[src/hdl/xfc_pkg.sv]
// constants and types shared by the xor frame checker
// no dependencies; imported by xor_frame_checker_core
`default_nettype none
package xfc_pkg;

	localparam int MAX_PAYLOAD = 62;
	localparam int BUF_DEPTH   = 64;
	localparam int BUF_AW      = $clog2(BUF_DEPTH);
	localparam int CNT_W       = 7;
	localparam int LEN_W       = 6;

	localparam logic [CNT_W-1:0] CNT_MAX  = {CNT_W{1'b1}};
	localparam logic [7:0]       LEN_MASK = 8'h3f;

	localparam int ENDFILE_BIT = 7;
	localparam int CONNECT_BIT = 6;

	localparam logic [1:0] STAT_OK   = 2'd0;
	localparam logic [1:0] STAT_LEN  = 2'd1;
	localparam logic [1:0] STAT_CSUM = 2'd2;

	localparam logic KIND_STATUS  = 1'b0;
	localparam logic KIND_PAYLOAD = 1'b1;

	typedef enum logic [1:0] {
		ST_IDLE,
		ST_STAT,
		ST_RD,
		ST_PAY
	} state_t;

endpackage
`default_nettype wire

[src/hdl/xor_frame_checker_core.sv]
// xor frame checker: checksum / length check of framed bytes with payload replay
// depends on xfc_pkg
//
// Usage: frame bytes enter on the rx channel (rx_valid, rx_stall, rx_byte,
// frame_end), header first and checksum last, frame_end set on the checksum.
// Results leave on the res channel (res_valid, res_stall and the result
// fields). A byte without frame_end is absorbed and gives no result. The
// checksum byte gives one status result, loaded into the output register
// from the ST_STAT state; an accepted data frame then replays its payload,
// one byte at a time from a 64 x 8 staging memory via a registered port.
// Each payload byte is read in ST_RD and loaded in ST_PAY before the next
// byte is read. rx_stall is high from the checksum transfer until the last
// result of the frame is loaded into the output register.
// When the receiver holds res_stall, the output register keeps its result
// and the sequencer waits; nothing is dropped.
// Reset clears the sequencer, running checksum, byte count, flags and the
// accepted frame counter; the staging memory is not cleared.
`default_nettype none
module xor_frame_checker_core (
	input  wire logic                       clk,
	input  wire logic                       arst_n,
	input  wire logic                       rx_valid,
	output logic                            rx_stall,
	input  wire logic [7:0]                 rx_byte,
	input  wire logic                       frame_end,
	output logic                            res_valid,
	input  wire logic                       res_stall,
	output logic                            kind,
	output logic [1:0]                      status,
	output logic                            stored,
	output logic [7:0]                      frame_count,
	output logic [xfc_pkg::LEN_W-1:0]       payload_length,
	output logic [7:0]                      payload_byte,
	output logic                            run_last
);
	import xfc_pkg::*;

	state_t state_q, state_d;

	logic [7:0]        xor_q;
	logic [CNT_W-1:0]  count_q;
	logic              overlen_q;
	logic [7:0]        header_q;
	logic [7:0]        accepted_q;

	logic [1:0]        pend_status_q;
	logic              pend_stored_q;
	logic [LEN_W-1:0]  len_q;

	logic [BUF_AW-1:0] rd_idx_q;
	logic [7:0]        rd_data_q;
	logic [7:0]        buf_mem [BUF_DEPTH];

	logic              out_valid_q;
	logic              kind_q, stored_q, run_last_q;
	logic [1:0]        status_q;
	logic [7:0]        frame_count_q, payload_byte_q;
	logic [LEN_W-1:0]  payload_length_q;

	logic              rx_xfer, take_byte, take_end;
	logic              out_free, load_status, load_pay, pay_last;
	logic [7:0]        hdr;
	logic [LEN_W-1:0]  datlen;
	logic [CNT_W-1:0]  count_m1;
	logic [1:0]        end_status;
	logic              end_data;
	logic              mem_we;

	assign rx_stall  = (state_q != ST_IDLE);
	assign rx_xfer   = rx_valid && !rx_stall;
	assign take_byte = rx_xfer && !frame_end;
	assign take_end  = rx_xfer && frame_end;
	assign out_free  = !out_valid_q || !res_stall;

	assign count_m1 = count_q - CNT_W'(1);
	assign mem_we   = take_byte && (count_q != '0) && (count_q <= CNT_W'(BUF_DEPTH));

	// frame end checks, in priority order
	always_comb begin
		hdr    = (count_q == '0) ? rx_byte : header_q;
		datlen = LEN_W'(hdr & LEN_MASK);
		if (overlen_q || (count_q > CNT_W'(MAX_PAYLOAD + 1)))
			end_status = STAT_LEN;
		else if (xor_q != rx_byte)
			end_status = STAT_CSUM;
		else if ((count_q == '0) || ({1'b0, datlen} != count_m1))
			end_status = STAT_LEN;
		else
			end_status = STAT_OK;
		end_data = (end_status == STAT_OK) && hdr[ENDFILE_BIT] && !hdr[CONNECT_BIT];
	end

	assign pay_last = ({1'b0, rd_idx_q} + 7'd1) == {1'b0, len_q};

	// sequencer: status result, then read / present per payload byte
	always_comb begin
		state_d     = state_q;
		load_status = 1'b0;
		load_pay    = 1'b0;
		case (state_q)
			ST_IDLE: begin
				if (take_end)
					state_d = ST_STAT;
			end
			ST_STAT: begin
				if (out_free) begin
					load_status = 1'b1;
					if (pend_stored_q && (len_q != '0))
						state_d = ST_RD;
					else
						state_d = ST_IDLE;
				end
			end
			ST_RD: begin
				state_d = ST_PAY;
			end
			ST_PAY: begin
				if (out_free) begin
					load_pay = 1'b1;
					state_d  = pay_last ? ST_IDLE : ST_RD;
				end
			end
			default: begin
				state_d = ST_IDLE;
			end
		endcase
	end

	always_ff @(posedge clk or negedge arst_n) begin
		if (!arst_n)
			state_q <= ST_IDLE;
		else
			state_q <= state_d;
	end

	// frame accumulation
	always_ff @(posedge clk or negedge arst_n) begin
		if (!arst_n) begin
			xor_q      <= '0;
			count_q    <= '0;
			overlen_q  <= 1'b0;
			header_q   <= '0;
			accepted_q <= '0;
		end else if (take_byte) begin
			if (count_q == '0)
				header_q <= rx_byte;
			xor_q <= xor_q ^ rx_byte;
			if (count_q != CNT_MAX)
				count_q <= count_q + CNT_W'(1);
			if (count_q >= CNT_W'(MAX_PAYLOAD + 1))
				overlen_q <= 1'b1;
		end else if (take_end) begin
			xor_q     <= '0;
			count_q   <= '0;
			overlen_q <= 1'b0;
			header_q  <= '0;
			if (end_data)
				accepted_q <= accepted_q + 8'd1;
		end
	end

	always_ff @(posedge clk) begin
		if (take_end) begin
			pend_status_q <= end_status;
			pend_stored_q <= end_data;
			len_q         <= datlen;
		end
	end

	// staging memory, registered read
	always_ff @(posedge clk) begin
		if (mem_we)
			buf_mem[count_m1[BUF_AW-1:0]] <= rx_byte;
		rd_data_q <= buf_mem[rd_idx_q];
	end

	always_ff @(posedge clk) begin
		if (load_status)
			rd_idx_q <= '0;
		else if (load_pay)
			rd_idx_q <= rd_idx_q + BUF_AW'(1);
	end

	// output register
	always_ff @(posedge clk or negedge arst_n) begin
		if (!arst_n)
			out_valid_q <= 1'b0;
		else if (load_status || load_pay)
			out_valid_q <= 1'b1;
		else if (!res_stall)
			out_valid_q <= 1'b0;
	end

	always_ff @(posedge clk) begin
		if (load_status) begin
			kind_q           <= KIND_STATUS;
			status_q         <= pend_status_q;
			stored_q         <= pend_stored_q;
			frame_count_q    <= accepted_q;
			payload_length_q <= len_q;
			payload_byte_q   <= '0;
			run_last_q       <= !(pend_stored_q && (len_q != '0));
		end else if (load_pay) begin
			kind_q           <= KIND_PAYLOAD;
			status_q         <= STAT_OK;
			stored_q         <= 1'b1;
			frame_count_q    <= accepted_q;
			payload_length_q <= len_q;
			payload_byte_q   <= rd_data_q;
			run_last_q       <= pay_last;
		end
	end

	assign res_valid      = out_valid_q;
	assign kind           = kind_q;
	assign status         = status_q;
	assign stored         = stored_q;
	assign frame_count    = frame_count_q;
	assign payload_length = payload_length_q;
	assign payload_byte   = payload_byte_q;
	assign run_last       = run_last_q;

`ifndef NO_ASSERTIONS
	// payload results only belong to accepted data frames
	a_pay_is_data: assert property (@(posedge clk) disable iff (!arst_n)
		(out_valid_q && (kind_q == KIND_PAYLOAD)) |-> (stored_q && (status_q == STAT_OK)))
		else $error("payload result outside an accepted frame");

	// overlength flag implies the count ran past the limit
	a_overlen_cnt: assert property (@(posedge clk) disable iff (!arst_n)
		overlen_q |-> (count_q > CNT_W'(MAX_PAYLOAD + 1)))
		else $error("overlength flag without long count");

	// replay only runs for a nonempty payload
	a_replay_len: assert property (@(posedge clk) disable iff (!arst_n)
		((state_q == ST_RD) || (state_q == ST_PAY)) |-> (len_q != '0))
		else $error("replay with zero payload length");

	// a result that is not the last of its frame means the sequencer is still busy
	a_more_pending: assert property (@(posedge clk) disable iff (!arst_n)
		(out_valid_q && !run_last_q) |-> (state_q != ST_IDLE))
		else $error("sequencer idle before last result");
`endif

endmodule
`default_nettype wire

[config.mk]
export PLATFORM = sky130hd
export DESIGN_NAME = xor_frame_checker_core
export DESIGN_NICKNAME = d
export VERILOG_FILES = /design/src/hdl/xfc_pkg.sv /design/src/hdl/xor_frame_checker_core.sv
export SDC_FILE = /design/constraint.sdc
export NUM_CORES = 1
export LEC_CHECK = 0
export BUFFER_PORTS_ARGS = -buffer_cell sky130_fd_sc_hd__buf_2
export CAP_MARGIN = 40
export CORE_ASPECT_RATIO = 1.5
export CORE_MARGIN = 5
export CORE_UTILIZATION = 55
export CTS_CLUSTER_DIAMETER = 40
export DETAILED_ROUTE_END_ITERATION = 12
export PLACE_DENSITY = 0.79
export SLEW_MARGIN = 20
export SYNTH_ARGS = -nofsm -noshare
export SYNTH_HDL_FRONTEND = slang
export SYNTH_SLANG_ARGS = --single-unit
[constraint.sdc]
create_clock -name clk -period 4.3 [get_ports clk]
set_clock_uncertainty 0.15 [all_clocks]
set_input_delay 0.86 -clock clk [delete_from_list [all_inputs] [get_ports clk]]
set_output_delay 0.86 -clock clk [all_outputs]
set_load 0.01 [all_outputs]
# ---- Yosys cells after proc, flatten, opt, wreduce, memory -nomap -nowiden
# Memories as Yosys holds them, arrays and structs flattened. A register that Yosys moved wholly into a read port is not among the register bits.
# Index checks and enable logic that the tools add are counted.
dict set report word_totals {
  ram_bits 512
  regBits 77
  input_bits 13
  word_cells 108
  out_inout_bits 29
  mem_count 1
}
dict set report op_classes {
  n_lt_le_gt_ge 3
  n_eq_ne 13
  addsub 5
  bitwise_logic 2
  reduce_logical 30
  n_mux 36
}
# memory words word_bits read_ports rd_clocked_by_memory_dff wr line
set mem_list {}
lappend mem_list {buf_mem 64 8 1 1 1 xor_frame_checker_core.sv:52} ;# logic [7:0] buf_mem [BUF_DEPTH];
# operator count
set ops {}
lappend ops {{two-way mux 8 bit} 6}
lappend ops {{two-way mux 7 bit} 3}
lappend ops {{two-way mux 2 bit} 9}
lappend ops {{two-way mux 1 bit} 15}
lappend ops {{two-way mux 6 bit} 2}
lappend ops {{adder 8 x 1 -> 8 bit, second input constant} 1}
lappend ops {{logical AND 1 bit} 8}
lappend ops {{!= test 8 bit} 1}
lappend ops {{case mux 2 bit (4 select lines)} 1}
lappend ops {{bitwise XOR 8 bit} 1}
lappend ops {{adder 6 x 1 -> 7 bit, second input constant} 1}
lappend ops {{adder 7 x 1 -> 7 bit, second input constant} 1}
lappend ops {{equality test 7 x 6 -> 1 bit} 1}
lappend ops {{>= comparator 7 x 6 -> 1 bit, second input constant} 1}
lappend ops {{> comparator 7 x 6 -> 1 bit, second input constant} 1}
lappend ops {{<= comparator 7 bit, second input constant} 1}
lappend ops {{zero test 7 bit} 1}
lappend ops {{!= test 6 x 7 -> 1 bit} 1}
lappend ops {{!= test 7 bit, second input constant} 1}
lappend ops {{nonzero test 7 bit} 1}
lappend ops {{subtractor 7 x 1 -> 7 bit, second input constant} 1}
lappend ops {{adder 6 x 1 -> 6 bit, second input constant} 1}
lappend ops {{zero test 1 bit} 6}
lappend ops {{!= test 2 x 1 -> 1 bit, second input constant} 3}
lappend ops {{other kinds (10)} 21}

# ---- Longest topological paths before layout
dict set report depth {
  depth_word 11
  mapped_depth 11
  ltp_nobuf 9
}

# ---- Worst setup path before layout
# OpenSTA, ideal clock, no wires.
dict set report synth_path {
  path_kind {register to register}
  start {register count_q[0]}
  end {register accepted_q[1]}
  n_path_buf 2
  setup_ns 0.125
  synth_period_minus_slack_ns 3.069
  path_slack_ns 1.231
  path_stages_with_launch 11
  t_required_ns 4.025
  arrival_time_ns 2.794
  cell_sequence {dfrtp_1 > clkbuf_1 > inv_1 > ha_1 > nor2b_1 > buf_1 > nand3_1 > and3_1 > or4_4 > nor4_4 > mux2_2}
}
dict set report synth_via {
  elab_chain_cells 11
  word_cells_on_any_way 15
  classes_between {1 x add/sub; 1 x order compare; 1 x eq/ne; 4 x mux; 8 x reduce/logical}
}
# item line
set synth_lines {}
lappend synth_lines {{start: declaration} xor_frame_checker_core.sv:41} ;# logic [CNT_W-1:0] count_q;
lappend synth_lines {{start signal: assignment} xor_frame_checker_core.sv:149} ;# count_q <= count_q + CNT_W'(1);
lappend synth_lines {{parallel branches: the longest is 9 deep, another holds subtractor 7 x 1 -> 7 bit} --}
lappend synth_lines {{logical AND 1 bit *} xor_frame_checker_core.sv:90} ;# end_data = (end_status == STAT_OK) && hdr[ENDFILE_BIT] && !hdr[CONNECT_BIT];
lappend synth_lines {{AND reduction 3 bit (no line) *} --}
lappend synth_lines {{end signal: assignment} xor_frame_checker_core.sv:158} ;# accepted_q <= accepted_q + 8'd1;
lappend synth_lines {{end: declaration} xor_frame_checker_core.sv:44} ;# logic [7:0] accepted_q;
# Every way passes the cells marked *.
# A chain may end at the register's enable or synchronous reset.

# ---- Worst setup path after layout
dict set report layout_path {
  start {register count_q[0]}
  end {memory buf_mem[8][0] (enable)}
}
dict set report layout_via {
  elab_chain_cells 5
  word_cells_on_any_way 7
  classes_between {1 x add/sub; 1 x order compare; 2 x mux; 3 x reduce/logical}
}
# item line
set layout_lines {}
lappend layout_lines {{parallel branches: the longest is 5 deep, another holds <= comparator 7 bit} --}
lappend layout_lines {{end: declaration} xor_frame_checker_core.sv:52}
# Several ways; the timed one is not identified.

==> out/metrics.csv <==
metric,value,unit
synth_ff_type,edfxtp_1,
crit_type,reg -> reg,
die_w,179,microns
synth_top_family_by_area,multiplexers,
ant_nets,0,
crit_path_end_kind,register,
synthMuxAreaShare,0.162,
ys_seq_elements,597,
cts.path.max_buffers,3,
post-route-min-period,3.72,ns
cts_tree,done,
rsz0062_at_grt,false,
finalNonFillerCells,1897,
die_h,263,microns
syn_to_final_growth,12.7,%
syn-num-nets,1212,
timing.rr.end,buf_mem[8][0]$_DFFE_PP_,
clockRootBuffer,clkbuf_16,
grt.total_usage,0.231,
nFillCells,2736,
rrSetupSlack,0.58,ns
num_antenna_cells,0,
wl,53.2,mm
seq_area_frac_synth,0.744,
yosysUniqueCellTypes,49,
worst_slew_pin_slew,0.842,ns
synth_xor_area_frac,0.00893,
std_cell_rows,92,
power_density,604,nW/um^2
fmax,269,MHz
synth-simple-area-share,0.0503,
synthesis.instances,1194,
vias,11900,
r2r_cells,9,
synth_edf_count,539,
cts_max_level,2,
synth_area,23500,sq um
power,16.0,mW
synth_compound_area_frac,0.0201,
grt-ovfl-total,0,
grt_max_degree,68,
crit_path_start_kind,register,
hold_ws,0.0355,ns
fin_crit_sh,0.866,
start_util,0.557,
antenna_found_initial,1,
max_cap_viol_count,0,
hold_class,in -> async,
drtIter0Drc,1234,
port_buffers,41,
final.setup.tns,0,ns
ir_drop,0.335,mV
final-setup-viol-count,0,
cts-hold-fix-buffers,0,
first_global_vias,12400,
die-area,47100,sq um
cp.required,4.36,ns
routed_via_density,6.26,
drt_pass1_iterations,7,
ys.warnings.count,0,
grt_first_pass_wirelength,80.5,mm
crit_path_max_fanout,11,
io_pins,42,
nNetsFinal,1307,
finalHoldViolCount,0,
status,finished clean,
critical_path_arrival,3.78,ns
drive_gt1_frac,0.272,
synth-adder-area-share,0.00266,
cts_resized,0,
wl_per_cell,28.0,microns
post-cts-setup-buffers,0,
multiInputGateArea,5750,sq um
avgSynthCellArea,19.7,sq um
clk-insertion-delay-late,0.58,ns
clkTransAtPathRegs,0.07,ns
synth-async-reset-ratio,0.0586,
cts_sinks,597,
leakage,8.64,nW
cts_buffers,53,
core_area,42200,sq um
hpwl,33.1,mm
drc,0,
gp_congestion,0.852,
seqCellArea,17500,sq um
cp-startpoint,count_q[0]$_DFFE_PN0P_,
reg2reg_from,count_q[0]$_DFFE_PN0P_,
maxSlewViolCount,0,
post-place-cells,1796,
max-slew-margin-rel,0.437,
## cells by family after synthesis
logic type,count (synthesis)
simple gates,248
buf+inv,69
compound gates,80
fa+ha+maj,5
flops,597
mux,171
xor+xnor,24
## worst max path at each step
stage	endpoint	slack, ns	cells past startpoint
after floorplan	accepted_q[1]$_DFFE_PN0P_	1.23	10
after global placement	buf_mem[8][5]$_DFFE_PP_	0.66	9
after detailed placement	buf_mem[8][4]$_DFFE_PP_	0.58	9
after CTS	buf_mem[8][5]$_DFFE_PP_	0.56	9
after global routing	buf_mem[8][4]$_DFFE_PP_	0.28	9
final	buf_mem[8][0]$_DFFE_PP_	0.58	9
## report_power, final
part	internal [mW]	switching [mW]	total [mW]	leakage [nW]
clock network	2.77	2.07	4.85	0.867
logic	1.98	2.34	4.31	2.29
registers	6.62	0.246	6.86	5.48
total	11.4	4.66	16.0	8.64
## cells in the mapped netlist, types with 2 or more instances
master    count  share of area
nand2b_1      5         0.0013
nor2_1       85          0.014
o21ai_0      28         0.0060
o22ai_1       5         0.0013
nand2_1      68          0.011
nor3_1        7         0.0015
nand4_1       5         0.0013
a21oi_1      22         0.0047
o211ai_1      2        0.00064
a22o_1        6         0.0022
and4_1        3         0.0011
o21ai_1       2        0.00043
edfxtp_1    539           0.69
o31ai_1       5         0.0016
buf_4         2        0.00064
a31oi_1       3        0.00080
buf_1        20         0.0032
nor3b_1       2        0.00064
mux4_2      168           0.16
and2_1        3        0.00080
nor4_1        3        0.00080
or3_1         3        0.00080
nor4_4        2         0.0018
buf_2         6         0.0013
xor2_1        9         0.0033
ha_1          5         0.0027
and3_1        9         0.0024
xnor2_1      15         0.0056
mux2_2        3         0.0014
dfrtp_1      35          0.037
nor2b_1      14         0.0037
clkbuf_1     31         0.0049
o21a_1        2        0.00064
nand3_1      29         0.0062
dfxtp_1      23          0.020
inv_1         8         0.0013
or4_1         5         0.0016
## cell type report
cell class	count	area share
clock inverter	37	0.0147
inverter	9	0.00127
sequential	597	0.661
timing repair buffer	100	0.0276
tap	564	0.0266
clock buffer	62	0.0528
multi-input combinational	528	0.217
## layer usage
metal / GRT usage / part of all wire / vias to the layer above
li1: - / - / 5040
met1: 0.297 / 0.35 / 6142
met2: 0.400 / 0.54 / 572
met3: 0.0379 / 0.073 / 118
met4: 0.0839 / 0.039 / 0
met5: 0 / 0 / -
## stage by stage
| stage | setup slack (ns) | util | cell area [sq um] |
|---|---|---|---|
| after floorplan | 1.23 | - | 23500 |
| after global placement | 0.656 | 0.584 | 24700 |
| after detailed placement | 0.582 | 0.585 | 24700 |
| after CTS | 0.560 | 0.627 | 26500 |
| after global routing | 0.276 | 0.628 | 26500 |
| final | 0.578 | 0.628 | 26500 |
## state kept, by name, indices dropped and copies added (netlist names), 7 cells and up
name	flops
accepted_q	8
buf_mem	512
count_q	7
frame_count	8
header_q	8
payload_byte	8
rd_data_q	8
xor_q	8
## worst max-delay path, stage by stage (launching register included)
cell and delay (ns):
dfrtp_1 0.54, inv_1 0.17, ha_1 0.27, nor2b_1 0.14, buf_4 0.16, nand2_1 0.23, nand3_1 0.16, nor2_1 0.24
nand3_1 0.54, nor2_1 0.76
## layout by cell type, fill, tap and decap left out, types with 28 or more instances in the layout
cell,synthesis,final
mux4_2,168,168
dfrtp_1,35,35
o21ai_0,28,28
nor2_1,85,85
nand2_1,68,68
nand3_1,29,29
buf_4,2,53
buf_2,6,41
edfxtp_1,539,539
clkbuf_16,0,55
No activity file was read; power rests on OpenSTA's default activity.
